$ cat config.mk
export PLATFORM = sky130hd
export DESIGN_NAME = cobs_frame_decoder
export DESIGN_NICKNAME = d
export VERILOG_FILES = /design/src/design/cfd_pkg.sv /design/src/design/cfd_front.sv /design/src/design/cfd_queue.sv /design/src/design/cfd_back.sv /design/src/design/cobs_frame_decoder.sv
export SDC_FILE = /design/constraint.sdc
export NUM_CORES = 1
export LEC_CHECK = 0
export ABC_CLOCK_PERIOD_IN_PS = 3600
export BUFFER_PORTS_ARGS = -buffer_cell sky130_fd_sc_hd__buf_2
export CAP_MARGIN = 10
export CELL_PAD_IN_SITES_DETAIL_PLACEMENT = 0
export CELL_PAD_IN_SITES_GLOBAL_PLACEMENT = 1
export CORE_MARGIN = 1
export CORE_UTILIZATION = 43
export DETAILED_ROUTE_END_ITERATION = 8
export PLACE_DENSITY_LB_ADDON = 0.1
export SLEW_MARGIN = 5
export SYNTH_ARGS = -nofsm -noshare
export SYNTH_HDL_FRONTEND = slang
export SYNTH_SLANG_ARGS = --single-unit
$ cat constraint.sdc
create_clock -name clk -period 3.6 [get_ports clk]
set_input_delay 0.36 -clock clk [delete_from_list [all_inputs] [get_ports clk]]
set_output_delay 0.36 -clock clk [all_outputs]
set_load 0.02 [all_outputs]
$ cat src/design/cfd_pkg.sv
// Shared types and constants for the COBS frame decoder.
// No dependencies; every other design file refers to it by scoped names.
`default_nettype none

package cfd_pkg;

	localparam int unsigned QueueDepth = 4;
	localparam logic [15:0] MaxOutLenReset = 16'hFFFF;

	localparam logic [7:0] CodeFull  = 8'hFF;
	localparam logic [7:0] ZeroByte  = 8'h00;

	// Register map (index into register list)
	localparam logic RegMaxOutLen = 1'b0;

	// Result kinds; KIND_BYTE also serves as "no error" in the error register
	typedef enum logic [1:0] {
		KIND_BYTE      = 2'd0,
		KIND_OK        = 2'd1,
		KIND_MALFORMED = 2'd2,
		KIND_OVERFLOW  = 2'd3
	} kind_t;

	// Work handed from the front end to the result stage for one input byte
	typedef struct packed {
		logic        has_byte;
		logic [7:0]  data;
		logic        has_status;
		kind_t       kind;
		logic [15:0] length;
	} cmd_t;

endpackage

`default_nettype wire

$ cat src/design/cfd_front.sv
// Front end: accepts encoded bytes, tracks block state and builds result commands.
// Depends on cfd_pkg.
`default_nettype none

module cfd_front (
	input  wire              clk,
	input  wire              arst_n,
	input  wire logic [15:0] max_out_len,
	input  wire              in_valid,
	output logic             in_ready,
	input  wire logic [7:0]  in_byte,
	input  wire              frame_end,
	output logic             cmd_valid,
	input  wire              cmd_ready,
	output cfd_pkg::cmd_t    cmd
);

	logic [7:0]     block_rem_q, block_rem_d;
	logic           zero_owed_q, zero_owed_d;
	logic [15:0]    count_q, count_d;
	cfd_pkg::kind_t err_q, err_d;

	logic       is_delim;
	logic       try_emit;
	logic [7:0] emit_val;
	logic       ovf;
	logic       accept;

	assign in_ready = cmd_ready;
	assign accept   = in_valid && cmd_ready;
	assign is_delim = frame_end && (in_byte == cfd_pkg::ZeroByte);

	always_comb begin
		block_rem_d = block_rem_q;
		zero_owed_d = zero_owed_q;
		count_d     = count_q;
		err_d       = err_q;
		try_emit    = 1'b0;
		emit_val    = cfd_pkg::ZeroByte;
		cmd         = '0;

		if (!is_delim && err_q == cfd_pkg::KIND_BYTE) begin
			if (block_rem_q != 8'd0) begin
				try_emit    = 1'b1;
				emit_val    = in_byte;
				block_rem_d = block_rem_q - 8'd1;
			end else begin
				// pay the zero owed by the previous block
				try_emit    = zero_owed_q;
				zero_owed_d = 1'b0;
			end
		end

		ovf = try_emit && (count_q >= max_out_len);
		cmd.has_byte = try_emit && !ovf;
		cmd.data     = emit_val;
		if (ovf) begin
			err_d = cfd_pkg::KIND_OVERFLOW;
		end
		if (cmd.has_byte) begin
			count_d = count_q + 16'd1;
		end

		// code byte opens a new block
		if (!is_delim && err_q == cfd_pkg::KIND_BYTE && block_rem_q == 8'd0 && !ovf) begin
			if (in_byte == cfd_pkg::ZeroByte) begin
				err_d = cfd_pkg::KIND_MALFORMED;
			end else begin
				block_rem_d = in_byte - 8'd1;
				zero_owed_d = (in_byte != cfd_pkg::CodeFull);
			end
		end

		if (frame_end) begin
			if (err_d == cfd_pkg::KIND_BYTE && block_rem_d != 8'd0) begin
				err_d = cfd_pkg::KIND_MALFORMED;
			end
			cmd.has_status = 1'b1;
			if (err_d == cfd_pkg::KIND_BYTE) begin
				cmd.kind   = cfd_pkg::KIND_OK;
				cmd.length = count_d;
			end else begin
				cmd.kind   = err_d;
				cmd.length = 16'd0;
			end
			block_rem_d = 8'd0;
			zero_owed_d = 1'b0;
			count_d     = 16'd0;
			err_d       = cfd_pkg::KIND_BYTE;
		end
	end

	// drop bytes that cause no result
	assign cmd_valid = in_valid && (cmd.has_byte || cmd.has_status);

	always_ff @(posedge clk or negedge arst_n) begin
		if (!arst_n) begin
			block_rem_q <= 8'd0;
			zero_owed_q <= 1'b0;
			count_q     <= 16'd0;
			err_q       <= cfd_pkg::KIND_BYTE;
		end else if (accept) begin
			block_rem_q <= block_rem_d;
			zero_owed_q <= zero_owed_d;
			count_q     <= count_d;
			err_q       <= err_d;
		end
	end

endmodule

`default_nettype wire

$ cat src/design/cfd_queue.sv
// Small show-ahead queue of result commands between front end and result stage.
// Depends on cfd_pkg.
`default_nettype none

module cfd_queue #(
	parameter int unsigned DEPTH = cfd_pkg::QueueDepth
) (
	input  wire           clk,
	input  wire           arst_n,
	input  wire           push_valid,
	output logic          push_ready,
	input  cfd_pkg::cmd_t push_cmd,
	output logic          pop_valid,
	input  wire           pop_ready,
	output cfd_pkg::cmd_t pop_cmd
);

	localparam int unsigned IdxW = (DEPTH > 1) ? $clog2(DEPTH) : 1;
	localparam int unsigned CntW = $clog2(DEPTH + 1);
	localparam logic [IdxW-1:0] LastIdx = IdxW'(DEPTH - 1);
	localparam logic [CntW-1:0] Full    = CntW'(DEPTH);

	cfd_pkg::cmd_t   slots_q [DEPTH];
	logic [IdxW-1:0] wr_ptr_q, rd_ptr_q;
	logic [CntW-1:0] count_q;
	logic            do_push, do_pop;

	assign push_ready = (count_q != Full);
	assign pop_valid  = (count_q != '0);
	assign pop_cmd    = slots_q[rd_ptr_q];
	assign do_push    = push_valid && push_ready;
	assign do_pop     = pop_valid && pop_ready;

	always_ff @(posedge clk) begin
		if (do_push) begin
			slots_q[wr_ptr_q] <= push_cmd;
		end
	end

	always_ff @(posedge clk or negedge arst_n) begin
		if (!arst_n) begin
			wr_ptr_q <= '0;
			rd_ptr_q <= '0;
			count_q  <= '0;
		end else begin
			if (do_push) begin
				wr_ptr_q <= (wr_ptr_q == LastIdx) ? '0 : wr_ptr_q + 1'b1;
			end
			if (do_pop) begin
				rd_ptr_q <= (rd_ptr_q == LastIdx) ? '0 : rd_ptr_q + 1'b1;
			end
			if (do_push && !do_pop) begin
				count_q <= count_q + 1'b1;
			end else if (do_pop && !do_push) begin
				count_q <= count_q - 1'b1;
			end
		end
	end

endmodule

`default_nettype wire

$ cat src/design/cfd_back.sv
// Result stage: expands each command into one or two results in an output register.
// Depends on cfd_pkg.
`default_nettype none

module cfd_back (
	input  wire              clk,
	input  wire              arst_n,
	input  wire              cmd_valid,
	output logic             cmd_ready,
	input  cfd_pkg::cmd_t    cmd,
	output logic             out_valid,
	input  wire              out_ready,
	output cfd_pkg::kind_t   out_kind,
	output logic [7:0]       out_byte,
	output logic [15:0]      out_length,
	output logic             out_last
);

	logic           valid_q;
	cfd_pkg::kind_t kind_q;
	logic [7:0]     byte_q;
	logic [15:0]    length_q;
	logic           last_q;
	logic           byte_done_q;

	logic slot_free;
	logic load;
	logic send_byte;

	assign slot_free = !valid_q || out_ready;
	assign load      = slot_free && cmd_valid;
	// byte goes first; status follows in the next slot
	assign send_byte = cmd.has_byte && !byte_done_q;
	assign cmd_ready = slot_free && !(send_byte && cmd.has_status);

	always_ff @(posedge clk) begin
		if (load) begin
			if (send_byte) begin
				kind_q   <= cfd_pkg::KIND_BYTE;
				byte_q   <= cmd.data;
				length_q <= 16'd0;
				last_q   <= !cmd.has_status;
			end else begin
				kind_q   <= cmd.kind;
				byte_q   <= 8'd0;
				length_q <= cmd.length;
				last_q   <= 1'b1;
			end
		end
	end

	always_ff @(posedge clk or negedge arst_n) begin
		if (!arst_n) begin
			valid_q     <= 1'b0;
			byte_done_q <= 1'b0;
		end else begin
			if (slot_free) begin
				valid_q <= cmd_valid;
			end
			if (load) begin
				byte_done_q <= send_byte && cmd.has_status;
			end
		end
	end

	assign out_valid  = valid_q;
	assign out_kind   = kind_q;
	assign out_byte   = byte_q;
	assign out_length = length_q;
	assign out_last   = last_q;

endmodule

`default_nettype wire

$ cat src/design/cobs_frame_decoder.sv
// COBS frame decoder top level: register port, front end, command queue, result stage.
// Depends on cfd_pkg, cfd_front, cfd_queue, cfd_back.
//
// Usage: encoded bytes enter on the s_* stream, one per transaction, with s_tlast on
// the last byte of a frame buffer. Decoded bytes and one status per frame leave on
// the m_* stream; m_tuser gives the kind (byte, ok, malformed, overflow) and m_tlast
// marks the final result caused by an input byte. A trailing zero is the delimiter.
// Bytes emitted before an error status belong to a failed frame and are to be dropped.
// Throughput: one input byte per cycle while s_tready is high. Each byte causes zero,
// one or two results and the output register sends one result per cycle while m_tready
// is high, so a byte that yields both a data byte and the status holds the output
// register for both; the command queue (QUEUE_DEPTH entries) absorbs that. Order: a
// command enters the queue at the accepting edge and the output register once that
// register is free; a status that follows a data byte leaves after that byte.
// Stalls: when m_tready is low the output register holds, the queue fills and then
// s_tready drops; no result is lost. Reset clears all frame state, empties the
// queue and sets max_out_len to 65535. Write max_out_len (address 0) only when idle.
`default_nettype none

module cobs_frame_decoder #(
	parameter int unsigned QUEUE_DEPTH = cfd_pkg::QueueDepth
) (
	input  wire              clk,
	input  wire              arst_n,
	input  wire              s_tvalid,
	output logic             s_tready,
	input  wire logic [7:0]  s_tdata,   // [7:0] in_byte
	input  wire              s_tlast,
	output logic             m_tvalid,
	input  wire              m_tready,
	output logic [23:0]      m_tdata,   // [7:0] out_byte, [23:8] frame_length
	output logic [1:0]       m_tuser,   // [1:0] result_kind
	output logic             m_tlast,
	input  wire              psel,
	input  wire              penable,
	input  wire              pwrite,
	input  wire logic [2:0]  paddr,
	input  wire logic [31:0] pwdata,
	output logic [31:0]      prdata,
	output logic             pready
);

	logic [15:0]    max_out_len_q;
	logic           reg_write;
	logic           push_valid, push_ready;
	cfd_pkg::cmd_t  push_cmd;
	logic           pop_valid, pop_ready;
	cfd_pkg::cmd_t  pop_cmd;
	cfd_pkg::kind_t out_kind;
	logic [7:0]     out_byte;
	logic [15:0]    out_length;

	assign pready    = 1'b1;
	assign reg_write = psel && penable && pwrite && pready && (paddr[2] == cfd_pkg::RegMaxOutLen);

	always_ff @(posedge clk or negedge arst_n) begin
		if (!arst_n) begin
			max_out_len_q <= cfd_pkg::MaxOutLenReset;
		end else if (reg_write) begin
			max_out_len_q <= pwdata[15:0];
		end
	end

	always_comb begin
		prdata = 32'd0;
		if (paddr[2] == cfd_pkg::RegMaxOutLen) begin
			prdata = {16'd0, max_out_len_q};
		end
	end

	cfd_front u_front (
		.clk         (clk),
		.arst_n      (arst_n),
		.max_out_len (max_out_len_q),
		.in_valid    (s_tvalid),
		.in_ready    (s_tready),
		.in_byte     (s_tdata),
		.frame_end   (s_tlast),
		.cmd_valid   (push_valid),
		.cmd_ready   (push_ready),
		.cmd         (push_cmd)
	);

	cfd_queue #(
		.DEPTH (QUEUE_DEPTH)
	) u_queue (
		.clk        (clk),
		.arst_n     (arst_n),
		.push_valid (push_valid),
		.push_ready (push_ready),
		.push_cmd   (push_cmd),
		.pop_valid  (pop_valid),
		.pop_ready  (pop_ready),
		.pop_cmd    (pop_cmd)
	);

	cfd_back u_back (
		.clk        (clk),
		.arst_n     (arst_n),
		.cmd_valid  (pop_valid),
		.cmd_ready  (pop_ready),
		.cmd        (pop_cmd),
		.out_valid  (m_tvalid),
		.out_ready  (m_tready),
		.out_kind   (out_kind),
		.out_byte   (out_byte),
		.out_length (out_length),
		.out_last   (m_tlast)
	);

	assign m_tdata = {out_length, out_byte};
	assign m_tuser = out_kind;

endmodule

`default_nettype wire

==> impl_summary.log <==
INFO  metric post_cts_hold_buffer_count = 0
INFO  metric wl_per_cell = 17.6 um
INFO  metric grt_start_max_net_pins = 41
INFO  metric crit_path_start = u_front.block_rem_q[0]
INFO  metric timing.rr.end = u_queue.slots_q[0][11]
INFO  metric place.gp.congestion = about 0.83
INFO  metric maxSlewViolCount = 0
INFO  metric cts.repair_timing.setup_buffer_count = 0
INFO  metric detailedRoute.firstIterationViolations = approximately 400
INFO  metric grt_first_pass_wirelength = about 30000 um
INFO  metric crit_arrival = 3410 ps
INFO  metric antenna_violations_before_repair = 0
INFO  metric detailed_place.area = ~0.01 mm2
INFO  metric cellLeakagePower = 4.03 nW
INFO  metric fin_crit_sh = just under 90%
INFO  metric ys_warns = 0
INFO  metric die_height = 148 um
INFO  metric timing.reg2reg.worst_path_depth = 10
INFO  metric floorplan.io_pins = 113
INFO  metric number_of_setup_violations_in_the_final_report = 0
INFO  metric yosys.area_share.xor_xnor = roughly 2.3%
INFO  metric floorplan.core_area = approximately 0.020 mm2
INFO  metric clk_sinks = about 190
INFO  metric period_minus_slack = roughly 3200 ps
INFO  metric clock_tree.htree_level_count = 4
INFO  metric drive_above_1_share = ~28%
INFO  metric dieArea = about 0.022 mm2
INFO  metric tritoncts = built
INFO  metric detailedRoute.firstPassIterationCount = 4
INFO  metric clk_pin_slew_worst_paths = about 80 ps
INFO  metric root_driver = sky130_fd_sc_hd__clkbuf_16
INFO  metric vias = 5546
INFO  metric syn-cell-area = slightly above 0.009 mm2
INFO  metric globalRoute.totalOverflow = 0
INFO  metric via_per_instance_ratio = around 5.3
INFO  metric post_synth_inst_count = between 600 and 700
INFO  metric max_slew.worst_pin.slew = slightly above 900 ps
INFO  metric maxCapViolations = 0
INFO  metric buffer_ports.inserted = just under 80
INFO  metric start_util = roughly 45%
INFO  metric outcome = completed
INFO  metric grt_usage = between 10% and 20%
INFO  metric rows = 52
INFO  metric cts_inserted_buffers = 17
INFO  metric capturing_element_type_of_the_critical_path = register
INFO  metric synth_cell_type_count = 65
INFO  metric startpoint_type = register
INFO  metric area_delta_synth_final = 14.6%
INFO  metric clk_path_buf_depth = 2
INFO  metric synth-edff-count = roughly 140
INFO  metric chipWidth = 148 um
INFO  metric cts-resized-gates = 0
INFO  metric postSynthRegisterBits = 191
INFO  metric worst_reg2reg_path_startpoint = u_front.block_rem_q[0]
INFO  metric fmax = 0.312 GHz
INFO  metric async_flop_share = 27.2%
INFO  metric setup.worst_path.end = u_queue.slots_q[0][11]
INFO  metric crit_required = roughly 3800 ps
INFO  metric placed_wire_length_estimate = about 12000 um
INFO  metric fin_util = around 50%
INFO  metric diodes = 0
INFO  metric synth_area_per_cell = ~14 um2
INFO  metric synth_top_family_by_area = simple AND/OR/NAND/NOR gates
INFO  metric total_of_fill_cells_in_the_finished_design = ~1.8k
INFO  metric share_of_the_synthesized_area_in_compound_gates_ao_oa_aoi_oai = about 6.7%
INFO  metric regToRegSetupSlack = roughly 400 ps
INFO  metric timing.slew.headroom = roughly 38%
INFO  metric number_of_hold_violations_in_the_final_report = 0
INFO  metric place_inst = about 1.0k
INFO  metric crit_type = register to register
INFO  metric multiplexer_area_fraction_after_synthesis = just under 10%
INFO  metric detail_route.wirelength = around 18000 um
INFO  metric clock_latency_on_the_worst_skew_pair = between 400 and 500 ps
INFO  metric finalInstanceArea = 0.0105 mm2
INFO  metric synth-simple-area-share = between 10% and 20%
INFO  metric final.setup_skew = roughly 15 ps
INFO  metric total_negative_setup_slack = 0 ps
INFO  metric synth-adder-area-share = under 10%
INFO  metric post-route-drc-count = 0
INFO  metric final_cell_count_no_fill = roughly 1.0k
INFO  metric power.density_cell_area = between 700 and 800 mW/mm2
INFO  metric worstPathMaxFanout = 16
INFO  metric post_route_ant_nets = 0
INFO  metric synth_top_flop_cell = sky130_fd_sc_hd__edfxtp_1
INFO  metric num-nets-final = 840
INFO  metric grt_setup_unrepaired = false
INFO  metric peakVddDrop = roughly 350 uV
INFO  metric sequential_element_share_of_the_synthesized_area = 60.2%
INFO  metric worst_hold_path_type = input port to async pin
INFO  metric grt_pass1_vias = roughly 6k
## stage by stage
stage          hold WS, ps  power, mW  setup slack, ps
4_1_cts               88.9       8.17              394
5_1_grt                124       8.58             81.0
3_5_place_dp           494       6.26              330
2_1_floorplan         64.4       5.42              192
6_report              70.4       8.05              390
3_3_place_gp           488       6.17              413
## cell usage in the layout, fill, tap and decap left out, types with 4 or more instances in the layout
cell                          n
sky130_fd_sc_hd__a21o_1       7
sky130_fd_sc_hd__a21oi_1     16
sky130_fd_sc_hd__a221o_1     11
sky130_fd_sc_hd__and2_1       8
sky130_fd_sc_hd__and3_1      18
sky130_fd_sc_hd__buf_2       77
sky130_fd_sc_hd__buf_4       24
sky130_fd_sc_hd__clkbuf_16   17
sky130_fd_sc_hd__clkinv_8     4
sky130_fd_sc_hd__conb_1      17
sky130_fd_sc_hd__dfrtp_1     35
sky130_fd_sc_hd__dfstp_2     16
sky130_fd_sc_hd__edfxtp_1   139
sky130_fd_sc_hd__ha_1        27
sky130_fd_sc_hd__inv_1       29
sky130_fd_sc_hd__inv_8        4
sky130_fd_sc_hd__mux2_2      20
sky130_fd_sc_hd__mux2i_1      4
sky130_fd_sc_hd__mux4_2      28
sky130_fd_sc_hd__nand2_1     22
sky130_fd_sc_hd__nand3_1      9
sky130_fd_sc_hd__nand4_1     15
sky130_fd_sc_hd__nor2_1      52
sky130_fd_sc_hd__nor2b_1     21
sky130_fd_sc_hd__nor3_1      21
sky130_fd_sc_hd__nor3b_1     13
sky130_fd_sc_hd__nor4_1       9
sky130_fd_sc_hd__nor4b_1      4
sky130_fd_sc_hd__o21ai_0     25
sky130_fd_sc_hd__xnor2_1     20
sky130_fd_sc_hd__xor2_1       4
## where the power goes
| part | switching, mW | internal (mW) |
|---|---|---|
| clock network | 0.940 | 0.951 |
| logic | 1.61 | 1.16 |
| registers | 0.243 | 3.14 |
## sequential cells by signal, indices dropped and copies added (netlist names), 2 cells and up
signal	cells
u_front.block_rem_q	8
u_queue.count_q	3
u_back.out_kind	2
u_back.out_length	16
u_front.err_q	2
u_queue.slots_q	112
u_queue.wr_ptr_q	2
u_queue.rd_ptr_q	2
u_front.count_q	16
u_back.out_byte	8
max_out_len_q	16
## worst max-delay path: stages, from the launching register on
cell	delay, ps
sky130_fd_sc_hd__dfrtp_1	430
sky130_fd_sc_hd__inv_1	130
sky130_fd_sc_hd__ha_1	210
sky130_fd_sc_hd__nor3b_1	360
sky130_fd_sc_hd__nand2_1	300
sky130_fd_sc_hd__nor4_2	290
sky130_fd_sc_hd__nand4_1	190
sky130_fd_sc_hd__a211oi_2	360
sky130_fd_sc_hd__nand4_2	180
sky130_fd_sc_hd__buf_12	200
sky130_fd_sc_hd__nor2_1	330
## area by class of cell
| type | count | area [um2] | area share (%) |
|---|---|---|---|
| multi-input cells | 420 | 3320 | 31.8 |
| well taps | 270 | 338 | 3.23 |
| inverters | 29 | 109 | 1.04 |
| repair buffers | 102 | 586 | 5.60 |
| flip-flops and latches | 191 | 5500 | 52.5 |
| clock inverters | 15 | 183 | 1.75 |
| clock buffers | 17 | 425 | 4.07 |
## synth_stat cells (4+ instances only)
master / number / area, um2
sky130_fd_sc_hd__a21o_1: 7 / 52.6
sky130_fd_sc_hd__a21oi_1: 17 / 85.1
sky130_fd_sc_hd__a221o_1: 11 / 110
sky130_fd_sc_hd__and2_1: 8 / 50.1
sky130_fd_sc_hd__and3_1: 18 / 113
sky130_fd_sc_hd__buf_4: 18 / 135
sky130_fd_sc_hd__clkbuf_1: 23 / 86.3
sky130_fd_sc_hd__dfrtp_1: 36 / 901
sky130_fd_sc_hd__dfstp_2: 16 / 420
sky130_fd_sc_hd__edfxtp_1: 139 / 4170
sky130_fd_sc_hd__ha_1: 27 / 338
sky130_fd_sc_hd__inv_1: 29 / 109
sky130_fd_sc_hd__mux2_2: 20 / 225
sky130_fd_sc_hd__mux2i_1: 4 / 40.0
sky130_fd_sc_hd__mux4_2: 28 / 631
sky130_fd_sc_hd__nand2_1: 22 / 82.6
sky130_fd_sc_hd__nand3_1: 9 / 45.0
sky130_fd_sc_hd__nand4_1: 15 / 93.8
sky130_fd_sc_hd__nor2_1: 52 / 195
sky130_fd_sc_hd__nor2b_1: 21 / 131
sky130_fd_sc_hd__nor3_1: 21 / 105
sky130_fd_sc_hd__nor3b_1: 13 / 97.6
sky130_fd_sc_hd__nor4_1: 9 / 56.3
sky130_fd_sc_hd__nor4b_1: 4 / 35.0
sky130_fd_sc_hd__o21ai_0: 25 / 125
sky130_fd_sc_hd__xnor2_1: 20 / 175
sky130_fd_sc_hd__xor2_1: 4 / 35.0
## per-layer routing
| layer | part of all wire (%) | up-vias | global-route usage, % | routed length, um |
|---|---|---|---|---|
| met4 | 0.64 | 0 | 5.46 | 118 |
| met3 | 3.8 | 11 | 2.96 | 703 |
| met1 | 46 | 2718 | 24.1 | 8360 |
| met5 | 0 | - | 0 | 0 |
| met2 | 50 | 125 | 31.2 | 9160 |
| li1 | - | 2692 | - | - |
## cell families after synthesis
logic type	count (synthesis)
flops	191
other cells	2
compound gates	89
fa+ha+maj	28
xor+xnor	24
mux	52
buf+inv	77
simple gates	210
## worst min path at each step
stage	startpoint	endpoint	slack (ps)	depth (start not counted)
after floorplan	arst_n	u_back.byte_done_q	60	0
after global placement	u_queue.count_q[2]	u_queue.count_q[2]	490	1
after detailed placement	u_queue.count_q[2]	u_queue.count_q[2]	490	1
after CTS	arst_n	u_front.count_q[13]	90	1
after global routing	arst_n	u_front.count_q[13]	120	1
final	arst_n	u_front.count_q[15]	70	1
No activity file was read; power rests on OpenSTA's default activity.
